==> config.mk <==
export PLATFORM = sky130hd
export DESIGN_NAME = ts_ring_cbr_pacer_flat
export DESIGN_NICKNAME = d
export VERILOG_FILES = /design/src/rtl/trcp_pkg.sv /design/src/rtl/trcp_if.sv /design/src/rtl/trcp_front.sv /design/src/rtl/trcp_cmd_fifo.sv /design/src/rtl/trcp_back.sv /design/src/rtl/ts_ring_cbr_pacer.sv /design/src/flat_wrapper.sv
export SDC_FILE = /design/constraint.sdc
export NUM_CORES = 1
export LEC_CHECK = 0
export BUFFER_PORTS_ARGS = -buffer_cell sky130_fd_sc_hd__buf_2
export CAP_MARGIN = 10
export CORE_UTILIZATION = 63
export CTS_BUF_LIST = sky130_fd_sc_hd__clkbuf_4 sky130_fd_sc_hd__clkbuf_8 sky130_fd_sc_hd__clkbuf_16
export CTS_CLUSTER_SIZE = 25
export DETAILED_ROUTE_END_ITERATION = 10
export GPL_TIMING_DRIVEN = 0
export PLACE_DENSITY = 0.82
export SLEW_MARGIN = 0
export SYNTH_ARGS = -nofsm -noshare
export SYNTH_HDL_FRONTEND = slang
export SYNTH_SLANG_ARGS = --single-unit
export TNS_END_PERCENT = 5
==> constraint.sdc <==
create_clock -name clock -period 4.8 [get_ports clock]
set_input_delay 0.24 -clock clock [delete_from_list [all_inputs] [get_ports clock]]
set_output_delay 0.24 -clock clock [all_outputs]
set_load 0.02 [all_outputs]
==> src/rtl/trcp_pkg.sv <==
`default_nettype none

package trcp_pkg;

   // Default sizing, handed down from the top level
   localparam int SLOT_COUNT_DEF = 32768;
   localparam int MAX_GROUP_DEF  = 16;

   // Field and register widths
   localparam int SLOT_W     = 15;
   localparam int CAP_W      = 16;
   localparam int BITRATE_W  = 30;
   localparam int GRP_W      = 5;
   localparam int CREDIT_W   = 36;
   localparam int CSR_IDX_W  = 3;
   localparam int CSR_DATA_W = 30;

   // Command queue between front and back
   localparam int CMD_DEPTH = 2;
   localparam int CMD_PTR_W = 1;
   localparam int CMD_CNT_W = 2;

   // Bits charged for one packet: 188 bytes, 8 bits, per microsecond tick
   localparam int PKT_BYTES    = 188;
   localparam int USEC_PER_SEC = 1000000;
   localparam logic [CREDIT_W-1:0] PKT_COST = CREDIT_W'(PKT_BYTES * 8 * USEC_PER_SEC);

   // Register reset values
   localparam logic [BITRATE_W-1:0] BITRATE_RST  = BITRATE_W'(100000000);
   localparam logic [GRP_W-1:0]     GROUP_RST    = GRP_W'(7);
   localparam logic [CAP_W-1:0]     CAPACITY_RST = CAP_W'(30000);
   localparam logic [CAP_W-1:0]     PREFILL_RST  = CAP_W'(10000);
   localparam logic                 REFILL_RST   = 1'b0;

   // Register indexes
   typedef enum logic [CSR_IDX_W-1:0] {
      CSR_BITRATE  = 3'd0,
      CSR_GROUP    = 3'd1,
      CSR_CAPACITY = 3'd2,
      CSR_PREFILL  = 3'd3,
      CSR_REFILL   = 3'd4
   } csr_index_type;

   // Request kinds and result kinds
   localparam logic KIND_WRITE = 1'b0;
   localparam logic KIND_TICK  = 1'b1;
   localparam logic RK_WRITE   = 1'b0;
   localparam logic RK_SEND    = 1'b1;

   // Effective configuration seen by front and back
   typedef struct packed {
      logic [BITRATE_W-1:0] bitrate;
      logic [GRP_W-1:0]     grp;
      logic [CAP_W-1:0]     cap;
      logic [CAP_W-1:0]     prefill;
      logic                 refill;
   } cfg_type;

   // Command handed from front to back
   typedef struct packed {
      logic kind;
      logic drained;
   } cmd_type;

endpackage

`default_nettype wire

==> src/rtl/trcp_if.sv <==
`default_nettype none

// Request channel: one write request or one microsecond tick
interface trcp_req_if;
   logic valid;
   logic ready;
   logic kind;
   logic source_drained;

   modport source (output valid, kind, source_drained, input ready);
   modport sink   (input valid, kind, source_drained, output ready);
endinterface

// Response channel: write answers and send descriptors
interface trcp_rsp_if;
   logic                      valid;
   logic                      ready;
   logic                      result_kind;
   logic                      accepted;
   logic [trcp_pkg::SLOT_W-1:0] slot;
   logic                      is_null;
   logic                      last;
   logic [trcp_pkg::SLOT_W-1:0] occupancy;

   modport source (output valid, result_kind, accepted, slot, is_null, last, occupancy,
                   input ready);
   modport sink   (input valid, result_kind, accepted, slot, is_null, last, occupancy,
                   output ready);
endinterface

`default_nettype wire

==> src/rtl/trcp_front.sv <==
`default_nettype none

module trcp_front (
   input  wire                 clock,
   input  wire                 reset,
   trcp_req_if.sink            req,
   input  trcp_pkg::cfg_type   cfg,
   input  wire                 cmd_full,
   output logic                cmd_push,
   output trcp_pkg::cmd_type   cmd_data
);

   localparam int CW = trcp_pkg::CREDIT_W;

   logic          stage_valid_ff, stage_valid_in;
   logic          stage_kind_ff, stage_kind_in;
   logic          stage_drained_ff, stage_drained_in;
   logic [CW-1:0] credit_ff, credit_in;
   logic [CW-1:0] cost_ff, cost_in;
   logic [CW-1:0] br_ext;
   logic [CW-1:0] sum_add;
   logic [CW-1:0] sum_charge;
   logic          has_credit;
   logic          is_write;

   // Cost of one full group, registered after the multiply
   assign cost_in = {{(CW-trcp_pkg::GRP_W){1'b0}}, cfg.grp} * trcp_pkg::PKT_COST;

   // Credit add and add-minus-charge in parallel
   assign br_ext     = {{(CW-trcp_pkg::BITRATE_W){1'b0}}, cfg.bitrate};
   assign sum_add    = credit_ff + br_ext;
   assign sum_charge = credit_ff + br_ext - cost_ff;
   assign has_credit = !sum_add[CW-1] && (sum_add != '0);
   assign is_write   = (stage_kind_ff == trcp_pkg::KIND_WRITE);

   assign req.ready = !stage_valid_ff;

   assign cmd_data.kind    = stage_kind_ff;
   assign cmd_data.drained = stage_drained_ff;

   // Classify the staged request: writes and paid ticks go to the back
   always_comb begin
      cmd_push         = 1'b0;
      stage_valid_in   = stage_valid_ff;
      stage_kind_in    = stage_kind_ff;
      stage_drained_in = stage_drained_ff;
      credit_in        = credit_ff;
      if (stage_valid_ff) begin
         if (is_write) begin
            if (!cmd_full) begin
               cmd_push       = 1'b1;
               stage_valid_in = 1'b0;
            end
         end else if (has_credit) begin
            if (!cmd_full) begin
               cmd_push       = 1'b1;
               stage_valid_in = 1'b0;
               credit_in      = sum_charge;
            end
         end else begin
            stage_valid_in = 1'b0;
            credit_in      = sum_add;
         end
      end else if (req.valid) begin
         stage_valid_in   = 1'b1;
         stage_kind_in    = req.kind;
         stage_drained_in = req.source_drained;
      end
   end

   always_ff @(posedge clock) begin
      if (reset) begin
         stage_valid_ff <= 1'b0;
         credit_ff      <= '0;
      end else begin
         stage_valid_ff <= stage_valid_in;
         credit_ff      <= credit_in;
      end
      stage_kind_ff    <= stage_kind_in;
      stage_drained_ff <= stage_drained_in;
      cost_ff          <= cost_in;
   end

`ifndef SYNTHESIS
   // Credit is charged a whole group, which always exceeds one tick's bitrate
   a_credit_not_positive: assert property (@(posedge clock) disable iff (reset)
      credit_ff[CW-1] || (credit_ff == '0))
      else $error("credit positive between ticks");

   // A paid tick always lands below zero after the charge
   a_charge_lands_low: assert property (@(posedge clock) disable iff (reset)
      (cmd_push && !is_write) |=> (credit_ff[CW-1] || (credit_ff == '0)))
      else $error("credit positive after group charge");
`endif

endmodule

`default_nettype wire

==> src/rtl/trcp_cmd_fifo.sv <==
`default_nettype none

module trcp_cmd_fifo (
   input  wire                 clock,
   input  wire                 reset,
   input  wire                 push,
   input  trcp_pkg::cmd_type   din,
   input  wire                 pop,
   output trcp_pkg::cmd_type   dout,
   output logic                full,
   output logic                empty
);

   localparam int DEPTH = trcp_pkg::CMD_DEPTH;
   localparam int PW    = trcp_pkg::CMD_PTR_W;
   localparam int CNTW  = trcp_pkg::CMD_CNT_W;

   trcp_pkg::cmd_type mem_ff [DEPTH];
   logic [PW-1:0]     wr_ptr_ff, wr_ptr_in;
   logic [PW-1:0]     rd_ptr_ff, rd_ptr_in;
   logic [CNTW-1:0]   count_ff, count_in;
   logic              do_push, do_pop;

   assign full    = (count_ff == CNTW'(DEPTH));
   assign empty   = (count_ff == '0);
   assign do_push = push && !full;
   assign do_pop  = pop && !empty;
   assign dout    = mem_ff[rd_ptr_ff];

   // Pointer and count update; depth is a power of two so pointers wrap
   always_comb begin
      wr_ptr_in = do_push ? wr_ptr_ff + PW'(1) : wr_ptr_ff;
      rd_ptr_in = do_pop  ? rd_ptr_ff + PW'(1) : rd_ptr_ff;
      count_in  = count_ff;
      if (do_push && !do_pop) begin
         count_in = count_ff + CNTW'(1);
      end else if (do_pop && !do_push) begin
         count_in = count_ff - CNTW'(1);
      end
   end

   always_ff @(posedge clock) begin
      if (reset) begin
         wr_ptr_ff <= '0;
         rd_ptr_ff <= '0;
         count_ff  <= '0;
      end else begin
         wr_ptr_ff <= wr_ptr_in;
         rd_ptr_ff <= rd_ptr_in;
         count_ff  <= count_in;
      end
      if (do_push) begin
         mem_ff[wr_ptr_ff] <= din;
      end
   end

`ifndef SYNTHESIS
   // Fill level stays within the queue depth and agrees with the pointers
   a_count_bound: assert property (@(posedge clock) disable iff (reset)
      (count_ff <= CNTW'(DEPTH)) &&
      ((wr_ptr_ff - rd_ptr_ff) == count_ff[PW-1:0]))
      else $error("command queue count out of step");
`endif

endmodule

`default_nettype wire

==> src/rtl/trcp_back.sv <==
`default_nettype none

module trcp_back (
   input  wire                 clock,
   input  wire                 reset,
   input  trcp_pkg::cfg_type   cfg,
   input  wire                 cmd_empty,
   input  trcp_pkg::cmd_type   cmd_data,
   output logic                cmd_pop,
   trcp_rsp_if.source          rsp
);

   localparam int SW = trcp_pkg::SLOT_W;
   localparam int CW = trcp_pkg::CAP_W;
   localparam int GW = trcp_pkg::GRP_W;

   typedef enum logic {
      ST_IDLE,
      ST_SEND
   } state_type;

   state_type     state_ff, state_in;
   logic [SW-1:0] write_slot_ff, write_slot_in;
   logic [SW-1:0] read_slot_ff, read_slot_in;
   logic [SW-1:0] fill_ff, fill_in;
   logic          ready_ff, ready_in;
   logic [GW-1:0] cnt_ff, cnt_in;
   logic          ring_ff, ring_in;

   logic          rsp_valid_ff, rsp_valid_in;
   logic          rk_ff, rk_in;
   logic          acc_ff, acc_in;
   logic [SW-1:0] slot_ff, slot_in;
   logic          null_ff, null_in;
   logic          last_ff, last_in;
   logic [SW-1:0] occ_ff, occ_in;

   logic          out_free;
   logic [CW-1:0] wr_next, rd_next, fill_inc;
   logic [SW-1:0] wr_adv, rd_adv, fill_dec;
   logic          ring_full;
   logic          grp_end;

   assign out_free = !rsp_valid_ff || rsp.ready;

   // Pointer advance with wrap at the capacity in effect
   assign wr_next   = {1'b0, write_slot_ff} + CW'(1);
   assign rd_next   = {1'b0, read_slot_ff} + CW'(1);
   assign wr_adv    = (wr_next >= cfg.cap) ? '0 : wr_next[SW-1:0];
   assign rd_adv    = (rd_next >= cfg.cap) ? '0 : rd_next[SW-1:0];
   assign fill_inc  = {1'b0, fill_ff} + CW'(1);
   assign fill_dec  = fill_ff - SW'(1);
   assign ring_full = (fill_inc >= cfg.cap);
   assign grp_end   = ((cnt_ff + GW'(1)) == cfg.grp);

   // Sequencer: one write answer, or one descriptor per cycle of a group while the output is free
   always_comb begin
      state_in      = state_ff;
      write_slot_in = write_slot_ff;
      read_slot_in  = read_slot_ff;
      fill_in       = fill_ff;
      ready_in      = ready_ff;
      cnt_in        = cnt_ff;
      ring_in       = ring_ff;
      rsp_valid_in  = rsp_valid_ff && !rsp.ready;
      rk_in         = rk_ff;
      acc_in        = acc_ff;
      slot_in       = slot_ff;
      null_in       = null_ff;
      last_in       = last_ff;
      occ_in        = occ_ff;
      cmd_pop       = 1'b0;
      case (state_ff)
         ST_IDLE: begin
            if (!cmd_empty && out_free) begin
               cmd_pop = 1'b1;
               if (cmd_data.kind == trcp_pkg::KIND_WRITE) begin
                  rsp_valid_in = 1'b1;
                  rk_in        = trcp_pkg::RK_WRITE;
                  null_in      = 1'b0;
                  last_in      = 1'b1;
                  if (ring_full) begin
                     acc_in  = 1'b0;
                     slot_in = '0;
                     occ_in  = fill_ff;
                  end else begin
                     acc_in        = 1'b1;
                     slot_in       = write_slot_ff;
                     occ_in        = fill_inc[SW-1:0];
                     write_slot_in = wr_adv;
                     fill_in       = fill_inc[SW-1:0];
                     if (fill_inc > cfg.prefill) begin
                        ready_in = 1'b1;
                     end
                  end
               end else begin
                  ring_in  = (ready_ff || cmd_data.drained) && (fill_ff != '0);
                  cnt_in   = '0;
                  state_in = ST_SEND;
               end
            end
         end
         ST_SEND: begin
            if (out_free) begin
               rsp_valid_in = 1'b1;
               rk_in        = trcp_pkg::RK_SEND;
               acc_in       = 1'b1;
               if (ring_ff) begin
                  slot_in      = read_slot_ff;
                  null_in      = 1'b0;
                  occ_in       = fill_dec;
                  last_in      = grp_end || (fill_dec == '0);
                  fill_in      = fill_dec;
                  read_slot_in = rd_adv;
                  if ((fill_dec == '0) && cfg.refill) begin
                     ready_in = 1'b0;
                  end
               end else begin
                  slot_in = '0;
                  null_in = 1'b1;
                  occ_in  = fill_ff;
                  last_in = grp_end;
               end
               if (last_in) begin
                  state_in = ST_IDLE;
               end else begin
                  cnt_in = cnt_ff + GW'(1);
               end
            end
         end
         default: begin
            state_in = ST_IDLE;
         end
      endcase
   end

   always_ff @(posedge clock) begin
      if (reset) begin
         state_ff      <= ST_IDLE;
         write_slot_ff <= '0;
         read_slot_ff  <= '0;
         fill_ff       <= '0;
         ready_ff      <= 1'b0;
         rsp_valid_ff  <= 1'b0;
      end else begin
         state_ff      <= state_in;
         write_slot_ff <= write_slot_in;
         read_slot_ff  <= read_slot_in;
         fill_ff       <= fill_in;
         ready_ff      <= ready_in;
         rsp_valid_ff  <= rsp_valid_in;
      end
      cnt_ff  <= cnt_in;
      ring_ff <= ring_in;
      rk_ff   <= rk_in;
      acc_ff  <= acc_in;
      slot_ff <= slot_in;
      null_ff <= null_in;
      last_ff <= last_in;
      occ_ff  <= occ_in;
   end

   assign rsp.valid       = rsp_valid_ff;
   assign rsp.result_kind = rk_ff;
   assign rsp.accepted    = acc_ff;
   assign rsp.slot        = slot_ff;
   assign rsp.is_null     = null_ff;
   assign rsp.last        = last_ff;
   assign rsp.occupancy   = occ_ff;

`ifndef SYNTHESIS
   // Fill level moves by at most one packet per cycle
   a_fill_step: assert property (@(posedge clock) disable iff (reset)
      !$past(reset) |-> ((fill_ff == $past(fill_ff)) ||
                         (fill_ff == $past(fill_ff) + SW'(1)) ||
                         (fill_ff == $past(fill_ff) - SW'(1))))
      else $error("fill level jumped");

   // A refused write only happens with the ring at capacity
   a_refuse_full: assert property (@(posedge clock) disable iff (reset)
      (rsp_valid_ff && (rk_ff == trcp_pkg::RK_WRITE) && !acc_ff)
         |-> (({1'b0, occ_ff} + CW'(1)) >= cfg.cap))
      else $error("write refused below capacity");

   // Group counter stays inside the group while sending
   a_cnt_in_group: assert property (@(posedge clock) disable iff (reset)
      (state_ff == ST_SEND) |-> (cnt_ff < cfg.grp))
      else $error("group counter overran");
`endif

endmodule

`default_nettype wire

==> src/rtl/ts_ring_cbr_pacer.sv <==
// Constant-bitrate pacer for a ring of 188-byte transport packets held elsewhere.
// Request channel (req_chan): kind 0 asks for a slot for one incoming packet,
// kind 1 is a microsecond tick; source_drained on a tick sends what is buffered.
// Response channel (rsp_chan): a write answer (granted slot or refusal) for each
// write request; for a tick with positive credit, one group of send descriptors
// (cut short if the ring empties), from the ring or null packets, the last one flagged; a tick without credit
// gives nothing. occupancy is the ring fill after each response.
// Path: a request is staged in the front, queued, then handled at the back; a
// write answer is registered in the back's output register when its command is
// popped; a paid tick first moves the back to its send state, which then registers each descriptor.
// Throughput: the front stage holds one request and takes no new one until it
// has passed the staged request on; the back answers a write directly, and for
// a tick opens a group, then gives one descriptor per cycle while the output is free.
// A two-entry command queue lets the front keep taking requests while the back
// works; when the receiver stalls the output register holds, the back stops,
// the queue fills and req_chan.ready drops.
// Reset (synchronous, active high) empties the ring, clears ready and credit,
// and loads the register defaults; no clearing pass is needed.
`default_nettype none

module ts_ring_cbr_pacer #(
   parameter int SLOT_COUNT = trcp_pkg::SLOT_COUNT_DEF,
   parameter int MAX_GROUP  = trcp_pkg::MAX_GROUP_DEF
) (
   input  wire                                   clock,
   input  wire                                   reset,
   trcp_req_if.sink                              req_chan,
   trcp_rsp_if.source                            rsp_chan,
   input  wire                                   csr_wr_en,
   input  wire  [trcp_pkg::CSR_IDX_W-1:0]        csr_index,
   input  wire  [trcp_pkg::CSR_DATA_W-1:0]       csr_wr_data
);

   localparam int BW = trcp_pkg::BITRATE_W;
   localparam int GW = trcp_pkg::GRP_W;
   localparam int CW = trcp_pkg::CAP_W;

   logic [BW-1:0] bitrate_ff, bitrate_in;
   logic [GW-1:0] group_ff, group_in;
   logic [CW-1:0] capacity_ff, capacity_in;
   logic [CW-1:0] prefill_ff, prefill_in;
   logic          refill_ff, refill_in;

   trcp_pkg::cfg_type cfg;
   trcp_pkg::cmd_type push_data, pop_data;
   logic              cmd_push, cmd_pop, cmd_full, cmd_empty;

   // Register writes
   always_comb begin
      bitrate_in  = bitrate_ff;
      group_in    = group_ff;
      capacity_in = capacity_ff;
      prefill_in  = prefill_ff;
      refill_in   = refill_ff;
      if (csr_wr_en) begin
         case (csr_index)
            trcp_pkg::CSR_BITRATE:  bitrate_in  = csr_wr_data[BW-1:0];
            trcp_pkg::CSR_GROUP:    group_in    = csr_wr_data[GW-1:0];
            trcp_pkg::CSR_CAPACITY: capacity_in = csr_wr_data[CW-1:0];
            trcp_pkg::CSR_PREFILL:  prefill_in  = csr_wr_data[CW-1:0];
            trcp_pkg::CSR_REFILL:   refill_in   = csr_wr_data[0];
            default: begin
            end
         endcase
      end
   end

   always_ff @(posedge clock) begin
      if (reset) begin
         bitrate_ff  <= trcp_pkg::BITRATE_RST;
         group_ff    <= trcp_pkg::GROUP_RST;
         capacity_ff <= trcp_pkg::CAPACITY_RST;
         prefill_ff  <= trcp_pkg::PREFILL_RST;
         refill_ff   <= trcp_pkg::REFILL_RST;
      end else begin
         bitrate_ff  <= bitrate_in;
         group_ff    <= group_in;
         capacity_ff <= capacity_in;
         prefill_ff  <= prefill_in;
         refill_ff   <= refill_in;
      end
   end

   // Clamp group size (zero taken as one) and capacity to what the build supports
   always_comb begin
      cfg.bitrate = bitrate_ff;
      cfg.prefill = prefill_ff;
      cfg.refill  = refill_ff;
      cfg.cap     = (capacity_ff > CW'(SLOT_COUNT)) ? CW'(SLOT_COUNT) : capacity_ff;
      if (group_ff == '0) begin
         cfg.grp = GW'(1);
      end else if (group_ff > GW'(MAX_GROUP)) begin
         cfg.grp = GW'(MAX_GROUP);
      end else begin
         cfg.grp = group_ff;
      end
   end

   trcp_front u_front (
      .clock    (clock),
      .reset    (reset),
      .req      (req_chan),
      .cfg      (cfg),
      .cmd_full (cmd_full),
      .cmd_push (cmd_push),
      .cmd_data (push_data)
   );

   trcp_cmd_fifo u_cmd_fifo (
      .clock (clock),
      .reset (reset),
      .push  (cmd_push),
      .din   (push_data),
      .pop   (cmd_pop),
      .dout  (pop_data),
      .full  (cmd_full),
      .empty (cmd_empty)
   );

   trcp_back u_back (
      .clock     (clock),
      .reset     (reset),
      .cfg       (cfg),
      .cmd_empty (cmd_empty),
      .cmd_data  (pop_data),
      .cmd_pop   (cmd_pop),
      .rsp       (rsp_chan)
   );

endmodule

`default_nettype wire
==> src/flat_wrapper.sv <==
// flat-port wrapper written by rule: the top's interface ports become plain ports
module ts_ring_cbr_pacer_flat 
#(
   parameter int SLOT_COUNT = trcp_pkg::SLOT_COUNT_DEF,
   parameter int MAX_GROUP  = trcp_pkg::MAX_GROUP_DEF
)
  (clock, reset, csr_wr_en, csr_index, csr_wr_data, req_chan_valid, req_chan_kind, req_chan_source_drained, req_chan_ready, rsp_chan_valid, rsp_chan_result_kind, rsp_chan_accepted, rsp_chan_slot, rsp_chan_is_null, rsp_chan_last, rsp_chan_occupancy, rsp_chan_ready);
  trcp_req_if req_chan_i ();
  trcp_rsp_if rsp_chan_i ();
  input  wire clock;
  input  wire reset;
  input  wire csr_wr_en;
  input  wire  [trcp_pkg::CSR_IDX_W-1:0] csr_index;
  input  wire  [trcp_pkg::CSR_DATA_W-1:0] csr_wr_data;
  input wire logic [$bits(req_chan_i.valid)-1:0] req_chan_valid;
  input wire logic [$bits(req_chan_i.kind)-1:0] req_chan_kind;
  input wire logic [$bits(req_chan_i.source_drained)-1:0] req_chan_source_drained;
  output wire logic [$bits(req_chan_i.ready)-1:0] req_chan_ready;
  output wire logic [$bits(rsp_chan_i.valid)-1:0] rsp_chan_valid;
  output wire logic [$bits(rsp_chan_i.result_kind)-1:0] rsp_chan_result_kind;
  output wire logic [$bits(rsp_chan_i.accepted)-1:0] rsp_chan_accepted;
  output wire logic [$bits(rsp_chan_i.slot)-1:0] rsp_chan_slot;
  output wire logic [$bits(rsp_chan_i.is_null)-1:0] rsp_chan_is_null;
  output wire logic [$bits(rsp_chan_i.last)-1:0] rsp_chan_last;
  output wire logic [$bits(rsp_chan_i.occupancy)-1:0] rsp_chan_occupancy;
  input wire logic [$bits(rsp_chan_i.ready)-1:0] rsp_chan_ready;
  assign req_chan_i.valid = req_chan_valid;
  assign req_chan_i.kind = req_chan_kind;
  assign req_chan_i.source_drained = req_chan_source_drained;
  assign req_chan_ready = req_chan_i.ready;
  assign rsp_chan_valid = rsp_chan_i.valid;
  assign rsp_chan_result_kind = rsp_chan_i.result_kind;
  assign rsp_chan_accepted = rsp_chan_i.accepted;
  assign rsp_chan_slot = rsp_chan_i.slot;
  assign rsp_chan_is_null = rsp_chan_i.is_null;
  assign rsp_chan_last = rsp_chan_i.last;
  assign rsp_chan_occupancy = rsp_chan_i.occupancy;
  assign rsp_chan_i.ready = rsp_chan_ready;
  ts_ring_cbr_pacer #(.SLOT_COUNT(SLOT_COUNT), .MAX_GROUP(MAX_GROUP)) u_core (.clock(clock), .reset(reset), .req_chan(req_chan_i), .rsp_chan(rsp_chan_i), .csr_wr_en(csr_wr_en), .csr_index(csr_index), .csr_wr_data(csr_wr_data));
endmodule
==> results.toml, run 1 <==
[synthesis]
synthCells = 1934
synthAdderAreaFrac_pct = 14.7
ys.flop_type = "dfxtp_1"
synthTopCellsByCount = "241 x nand2_1, 183 x dfxtp_1, 175 x ha_1"
synth_mux_area_share_pct = 1.38
synth_area_leaders = "dfxtp_1 23%, ha_1 13%, edfxtp_1 8.5%, nand2_1 5.6%, a21oi_1 5.2%"
synth_top_family_by_area = "compound AO/OA/AOI/OAI gates"
synth.most_common_cell = "nand2_1"
synth.top_cell.area_share_pct = 22.5
synth_edf_count = 46
synth_xor_area_share_pct = 7.26
synth_largest_area_cell = "dfxtp_1"
ys_types = 86
ys_seq_elements = 229
avgSynthCellArea_um2 = 8.40
ys_warn_count = 0
async_reset_ff_share_pct = 0
seq_area_frac_synth_pct = 31.0
synth-compound-area-share_pct = 20.7
netlist_area_um2 = 16200
synth-simple-area-share_pct = 20.5

[timing]
tightest_slew_ns = 0.806
finClkSkew_ns = 0.0145
finalHoldViolCount = 0
fmax_ghz = 0.212
slew_violations = 0
max-slew-margin-rel_pct = 46.3
grt_setup_unrepaired = "true"
fin_setup_tns_ns = 0
fin_crit_ns = 4.73
finalSetupViolations = 0
period_share_pct = 98.5

[setup_path]
setup.worst_path.start = "u_core.u_front.credit_ff[12]"
critPathKind = "flip-flop to flip-flop"
reg2reg_depth = 19
cp_max_fo = 8
rrSetupSlack_ns = 0.07
r2r-end = "u_core.u_front.credit_ff[30]"
crit_path_end_kind = "flip-flop"
critical_path_arrival_ns = 5.20
reg2reg_from = "u_core.u_front.credit_ff[12]"
critPathLaunchType = "flip-flop"
worstPathRequired_ns = 5.27

[die]
core_area_um2 = 25300
die_h_um = 163
std_cell_rows = 58
initial_utilization_pct = 64.3
die_width_um = 163
die_area_um2 = 26400
ios = 76

[worst_hold_path]
hp-class = "input pin to flip-flop"
hold_path_end = "u_core.prefill_ff[2]"
min_path_cells = 3
hp-start = "csr_wr_data[2]"

[cts]
path_clk_slew_ns = 0.06
cts_buffer_depth = 3
cts_tree = "yes"
clockRootBuffer = "clkbuf_16"
cts_buffers = 26
insertion_delay_ns = 0.56
clock-sinks = 229
htreeDepth = 1

[global_routing]
grt_pass1_vias = 14708
grt_max_degree = 27
groute.usage.overall_pct = 35.7
overflow = 0
grt_pass1_wl_mm = 75.0
grt_antenna_before_repair = 0

[routing]
ant_nets = 0
drc = 0
via_per_inst = 6.31
first_pass_iters = 6
wl_mm = 48.2
vias = 15334
wl_per_cell_um = 19.8
drtIter0Drc = 1537

[pwr]
p_int_uw = 4920
p_clk_share_pct = 23.8
power_density_nw_per_um2 = 430
leakage_uw = 0.00857
ir_drop_mv = 0.344
pwr-share-seq_pct = 31.1
p_sw_uw = 3210
p_sw_share_pct = 39.5
p_comb_share_pct = 45.1

[status]
outcome = "complete, no violations"

[finish]
num_antenna_cells = 0
finalNetCount = 2307
drive_gt1_share_pct = 12.6
area_growth_syn_to_layout_pct = 16.4
utilization_pct = 74.9

[job]
cap_violations = 0

[place]
hpwl_mm = 35.8
gp_congestion = 0.960
port_buffers = 74
placed cells by master, fill, tap and decap left out, types with 68 or more instances in the layout:
master	Yosys	final
nand2_1	241	241
dfxtp_1	183	175
inv_1	97	97
clkbuf_1	79	68
nor2_1	101	96
a21oi_1	170	160
o21ai_0	93	89
xnor2_1	72	68
buf_2	7	82
ha_1	175	159
worst max path at each step:
stage,end,slack [ns],cells after the start
final,u_core.u_front.credit_ff[30],0.07,19
after global routing,u_core.u_front.credit_ff[30],-0.04,18
after CTS,u_core.u_front.credit_ff[30],-0.02,19
after detailed placement,u_core.u_back.write_slot_ff[6],-0.77,19
after global placement,u_core.u_back.write_slot_ff[6],-0.79,19
after floorplan,u_core.u_front.credit_ff[27],0.43,20
per-stage QoR:
step	area, µm²	hold WS, ns	worst slack [ns]	total power (µW)	instances
CTS	18400	0.00661	-0.0162	7870	2423
detailed placement	17100	0.422	-0.772	5830	2340
global route	18900	0.0213	-0.0357	8550	2432
finish	18900	0.0125	0.0724	8130	2432
global placement	17000	0.418	-0.793	5690	2339
floorplan	16300	0.339	0.427	4960	1935
per-layer routing:
metal,vias to the layer above,GRT usage (%),routed length (µm),share of wire (%)
met5,-,0,0,0
met4,0,12.3,1590,3.3
met3,130,8.15,4560,9.5
met2,699,56.5,21500,45
met1,7250,47.8,20600,43
li1,7255,-,-,-
critical path, stage by stage, from the launching register on:
cell,delay [ns]
dfxtp_1,0.37
ha_4,0.35
nand2_1,0.13
o31a_1,0.34
or3_4,0.41
a21o_1,0.22
a21oi_2,0.20
xor2_2,0.28
ha_1,0.32
and3_1,0.21
and3_1,0.19
a21oi_1,0.13
o21ai_0,0.09
a31o_2,0.25
a41oi_2,0.22
nor2_1,0.09
xor2_1,0.15
mux2i_1,0.11
or4_1,0.43
a21oi_1,0.14
timing repair:
action,in CTS,in global routing
hold buffers,28,0
cloned,0,0
pin swaps,11,24
resized for setup,37,83
endpoints found under the setup margin,68,75
buffers inserted,8,14
hold endpoints to repair,49,0
flip-flops by register name, indices dropped and copies added (netlist names), 2 cells and up, named ones only:
name,count
u_core.u_back.fill_ff,15
u_core.u_back.write_slot_ff,15
u_core.u_front.cost_ff,25
u_core.u_back.cnt_ff,5
u_core.u_back.rsp.slot,15
u_core.prefill_ff,16
u_core.u_cmd_fifo.count_ff,2
u_core.u_back.read_slot_ff,15
u_core.u_back.rsp.occupancy,15
u_core.u_cmd_fifo.mem_ff,4
u_core.bitrate_ff,30
u_core.group_ff,5
u_core.u_front.credit_ff,36
u_core.capacity_ff,16
power by group through the flow:
stage | clock network, µW | registers [µW] | logic (µW)
detailed placement | 0 | 2540 | 3290
finish | 1940 | 2530 | 3660
global placement | 0 | 2530 | 3160
global route | 2010 | 2560 | 3970
CTS | 1930 | 2510 | 3430
floorplan | 0 | 2660 | 2300
final cells by class:
cell class | count | area (µm²)
clock buffers | 32 | 702
clock inverters | 16 | 124
flip-flops and latches | 229 | 5050
multi-input cells | 1517 | 11100
plain buffers | 85 | 345
well taps | 330 | 413
repair buffers | 125 | 843
inverters | 98 | 368
fillers | 1815 | 6350
kinds of logic (layout without fill, tap and decap cells):
logic type               after synthesis  in the layout
multiplexers                          22             22
buffers and inverters                189            356
AND/OR/NAND/NOR                      660            660
XOR/XNOR                             133            133
AO/OA/AOI/OAI                        515            515
flip-flops                           229            229
adder cells (fa/ha/maj)              185            185
other                                  1              2
No activity file was read; power rests on OpenSTA's default activity.
==> inputs of run 2 (changes only) <==
--- a/config.mk
+++ b/config.mk
@@ -5,14 +5,14 @@
 export SDC_FILE = /design/constraint.sdc
 export NUM_CORES = 1
 export LEC_CHECK = 0
-export BUFFER_PORTS_ARGS = -buffer_cell sky130_fd_sc_hd__buf_2
+export BUFFER_PORTS_ARGS = -buffer_cell sky130_fd_sc_hd__buf_4
 export CAP_MARGIN = 10
-export CORE_UTILIZATION = 63
+export CORE_UTILIZATION = 68
 export CTS_BUF_LIST = sky130_fd_sc_hd__clkbuf_4 sky130_fd_sc_hd__clkbuf_8 sky130_fd_sc_hd__clkbuf_16
 export CTS_CLUSTER_SIZE = 25
 export DETAILED_ROUTE_END_ITERATION = 10
 export GPL_TIMING_DRIVEN = 0
-export PLACE_DENSITY = 0.82
+export PLACE_DENSITY = 0.88
 export SLEW_MARGIN = 0
 export SYNTH_ARGS = -nofsm -noshare
 export SYNTH_HDL_FRONTEND = slang
==> constraint.sdc (replaced) <==
create_clock -name clock -period 5.5 [get_ports clock]
set_input_delay 0.275 -clock clock [delete_from_list [all_inputs] [get_ports clock]]
set_output_delay 0.275 -clock clock [all_outputs]
set_load 0.02 [all_outputs]
==> run 2 against run 1 <==
Net effect: clock skew grew 0.0023 ns; flip-flop and latch count is the same; cell area shrank 2.8%; count of clock-buffer cells in the layout grew 4; largest cell class unchanged; non-clock buffer count shrank 24; critical path type unchanged; largest power group unchanged; utilization grew 3.4 points.
==> results.toml, run 2 (synthesis gave the netlist of run 1 again) <==
[place]
hpwl_mm = 36.0
dpl_worst_slack_ns = -0.300
port_buffers = 74
gp_congestion = 0.987
placed_cell_area_um2 = 17200

[finish]
finalNetCount = 2283
largest_reg_flops = 36
layout_common_cells = "241 x nand2_1, 183 x dfxtp_1, 175 x ha_1"
layout_commonest_cell = "nand2_1"
area_growth_syn_to_layout_pct = 13.1
reg_top3 = "u_core.u_front.credit_ff: 36 flops, u_core.bitrate_ff: 30 flops, u_core.u_front.cost_ff: 25 flops"
multi_input_area_um2 = 10500
final_area_um2 = 18400
num_antenna_cells = 0
regMostFlops = "u_core.u_front.credit_ff"
n_fill_cell = 1632
regArea_um2 = 5040
drive_gt1_share_pct = 8.37

[pwr]
p_comb_share_pct = 43.6
p_sw_uw = 2770
p_int_uw = 4320
leakage_uw = 0.00848
p_sw_share_pct = 39.1
p_clk_share_pct = 25.4
pwr-share-seq_pct = 31.0
power_density_nw_per_um2 = 386
ir_drop_mv = 0.302

[worst_hold_path]
min_path_cells = 3
hp-class = "input pin to flip-flop"

[die]
std_cell_rows = 56
ios = 76
die_width_um = 157
initial_utilization_pct = 69.2
die_h_um = 157
die_area_um2 = 24500
core_area_um2 = 23500

[cts]
cts_buffers = 26
path_clk_slew_ns = 0.07
htreeDepth = 1
cts_buffer_depth = 3
cts_tree = "yes"
clockRootBuffer = "clkbuf_16"
insertion_delay_ns = 0.55
clock-sinks = 229

[global_routing]
overflow = 0
grt_antenna_before_repair = 0
grt_max_degree = 27
grt_pass1_wl_mm = 73.9
groute.usage.overall_pct = 38.5
grt_pass1_vias = 14496

[routing]
via_per_inst = 6.43
drtIter0Drc = 1709
wl_per_cell_um = 20.0
drc = 0
vias = 15404
ant_nets = 0
wl_mm = 48.1
first_pass_iters = 8

[status]
outcome = "complete, no violations"

[setup_path]
critical_path_arrival_ns = 5.76
critPathLaunchType = "flip-flop"
rrSetupSlack_ns = 0.23
cp_max_fo = 10
critPathKind = "flip-flop to flip-flop"
reg2reg_depth = 20
worstPathRequired_ns = 5.99
crit_path_end_kind = "flip-flop"

[timing]
period_share_pct = 95.8
fin_crit_ns = 5.27
tightest_slew_ns = 0.876
slew_violations = 0
fmax_ghz = 0.190
finalHoldViolCount = 0
max-slew-margin-rel_pct = 41.1
grt_setup_unrepaired = "false"
finalSetupViolations = 0
finalWorstSetupSlack_ns = 0.231
finClkSkew_ns = 0.0168

[job]
cap_violations = 0
run 2: cell count changes in the layout (fill, tap and decap cells not counted), moves of 5 or more:
cell and delta:
buf_2 -75, buf_4 +57, ha_1 +16, dlygate4sd3_1 -12, ha_4 -12, clkbuf_1 +10
a21oi_1 +9, a21oi_2 -9, dfxtp_1 +8, dfxtp_2 -8, nor2_1 +5, nor2_2 -5
run 2: worst paths after layout:
| kind | from | end |
|---|---|---|
| worst min register to register | u_core.bitrate_ff[10] | u_core.bitrate_ff[10] |
| worst max-delay path | u_core.u_back.fill_ff[0] | u_core.u_back.write_slot_ff[11] |
| worst min-delay path | csr_wr_data[10] | u_core.capacity_ff[10] |
| worst max register to register | u_core.u_back.fill_ff[0] | u_core.u_back.write_slot_ff[11] |
run 2: area by class of cell:
class	instances	area share [%]
inverters	98	2.00
plain buffers	91	1.94
multi-input cells	1517	57.3
clock inverters	12	0.640
repair buffers	95	4.21
clock buffers	36	4.28
flip-flops and latches	229	27.4
well taps	319	2.17
run 2: worst max-delay path, cell delays in order (launching register included):
cell and delay (ns):
dfxtp_1 0.51, ha_1 0.28, nand3_1 0.23, nor2_1 0.29, nand3_1 0.16, inv_1 0.10, and3_1 0.22, and3_1 0.25
nand3_1 0.14, xor2_2 0.32, inv_1 0.13, ha_1 0.32, nor2b_1 0.13, o21ai_0 0.30, o2111ai_2 0.38, a211oi_4 0.32
buf_4 0.20, o311ai_2 0.23, clkbuf_1 0.30, nor4_1 0.27, a21o_1 0.12
run 2: power by group through the flow:
| stage | Sequential, µW | Clock (µW) | Combinational (µW) |
|---|---|---|---|
| floorplan | 2320 | 0 | 2000 |
| global placement | 2220 | 0 | 2820 |
| detailed placement | 2220 | 0 | 2950 |
| CTS | 2190 | 1800 | 3000 |
| global route | 2220 | 1870 | 3330 |
| finish | 2200 | 1800 | 3090 |
run 2: timing repair:
action | 4_1_cts | 5_1_grt
hold endpoints to repair | 16 | 0
pin swaps | 0 | 2
hold buffers | 16 | 0
setup buffers | 0 | 4
gates cloned | 0 | 0
resized for setup | 2 | 9
setup endpoints to repair | 28 | 42
run 2: metrics by stage:
step                      std cells  setup TNS [ns]  power [µW]  hold WS [ns]  utilization, %
after detailed placement       2329           -2.53        5170         0.451            73.4
after global routing           2397               0        7420       0.00277            78.3
after floorplan                1935               0        4330         0.374               -
after global placement         2328           -1.09        5040         0.445            73.3
final                          2397               0        7090       0.00936            78.3
after CTS                      2393               0        6990       0.00154            78.0
run 2: layer usage:
| metal | up-vias | GRT usage (%) | wire (µm) |
|---|---|---|---|
| li1 | 7196 | - | - |
| met1 | 7301 | 51.3 | 20100 |
| met2 | 791 | 62.0 | 21600 |
| met3 | 116 | 7.75 | 5000 |
| met4 | 0 | 12.9 | 1400 |
| met5 | - | 0 | 0 |
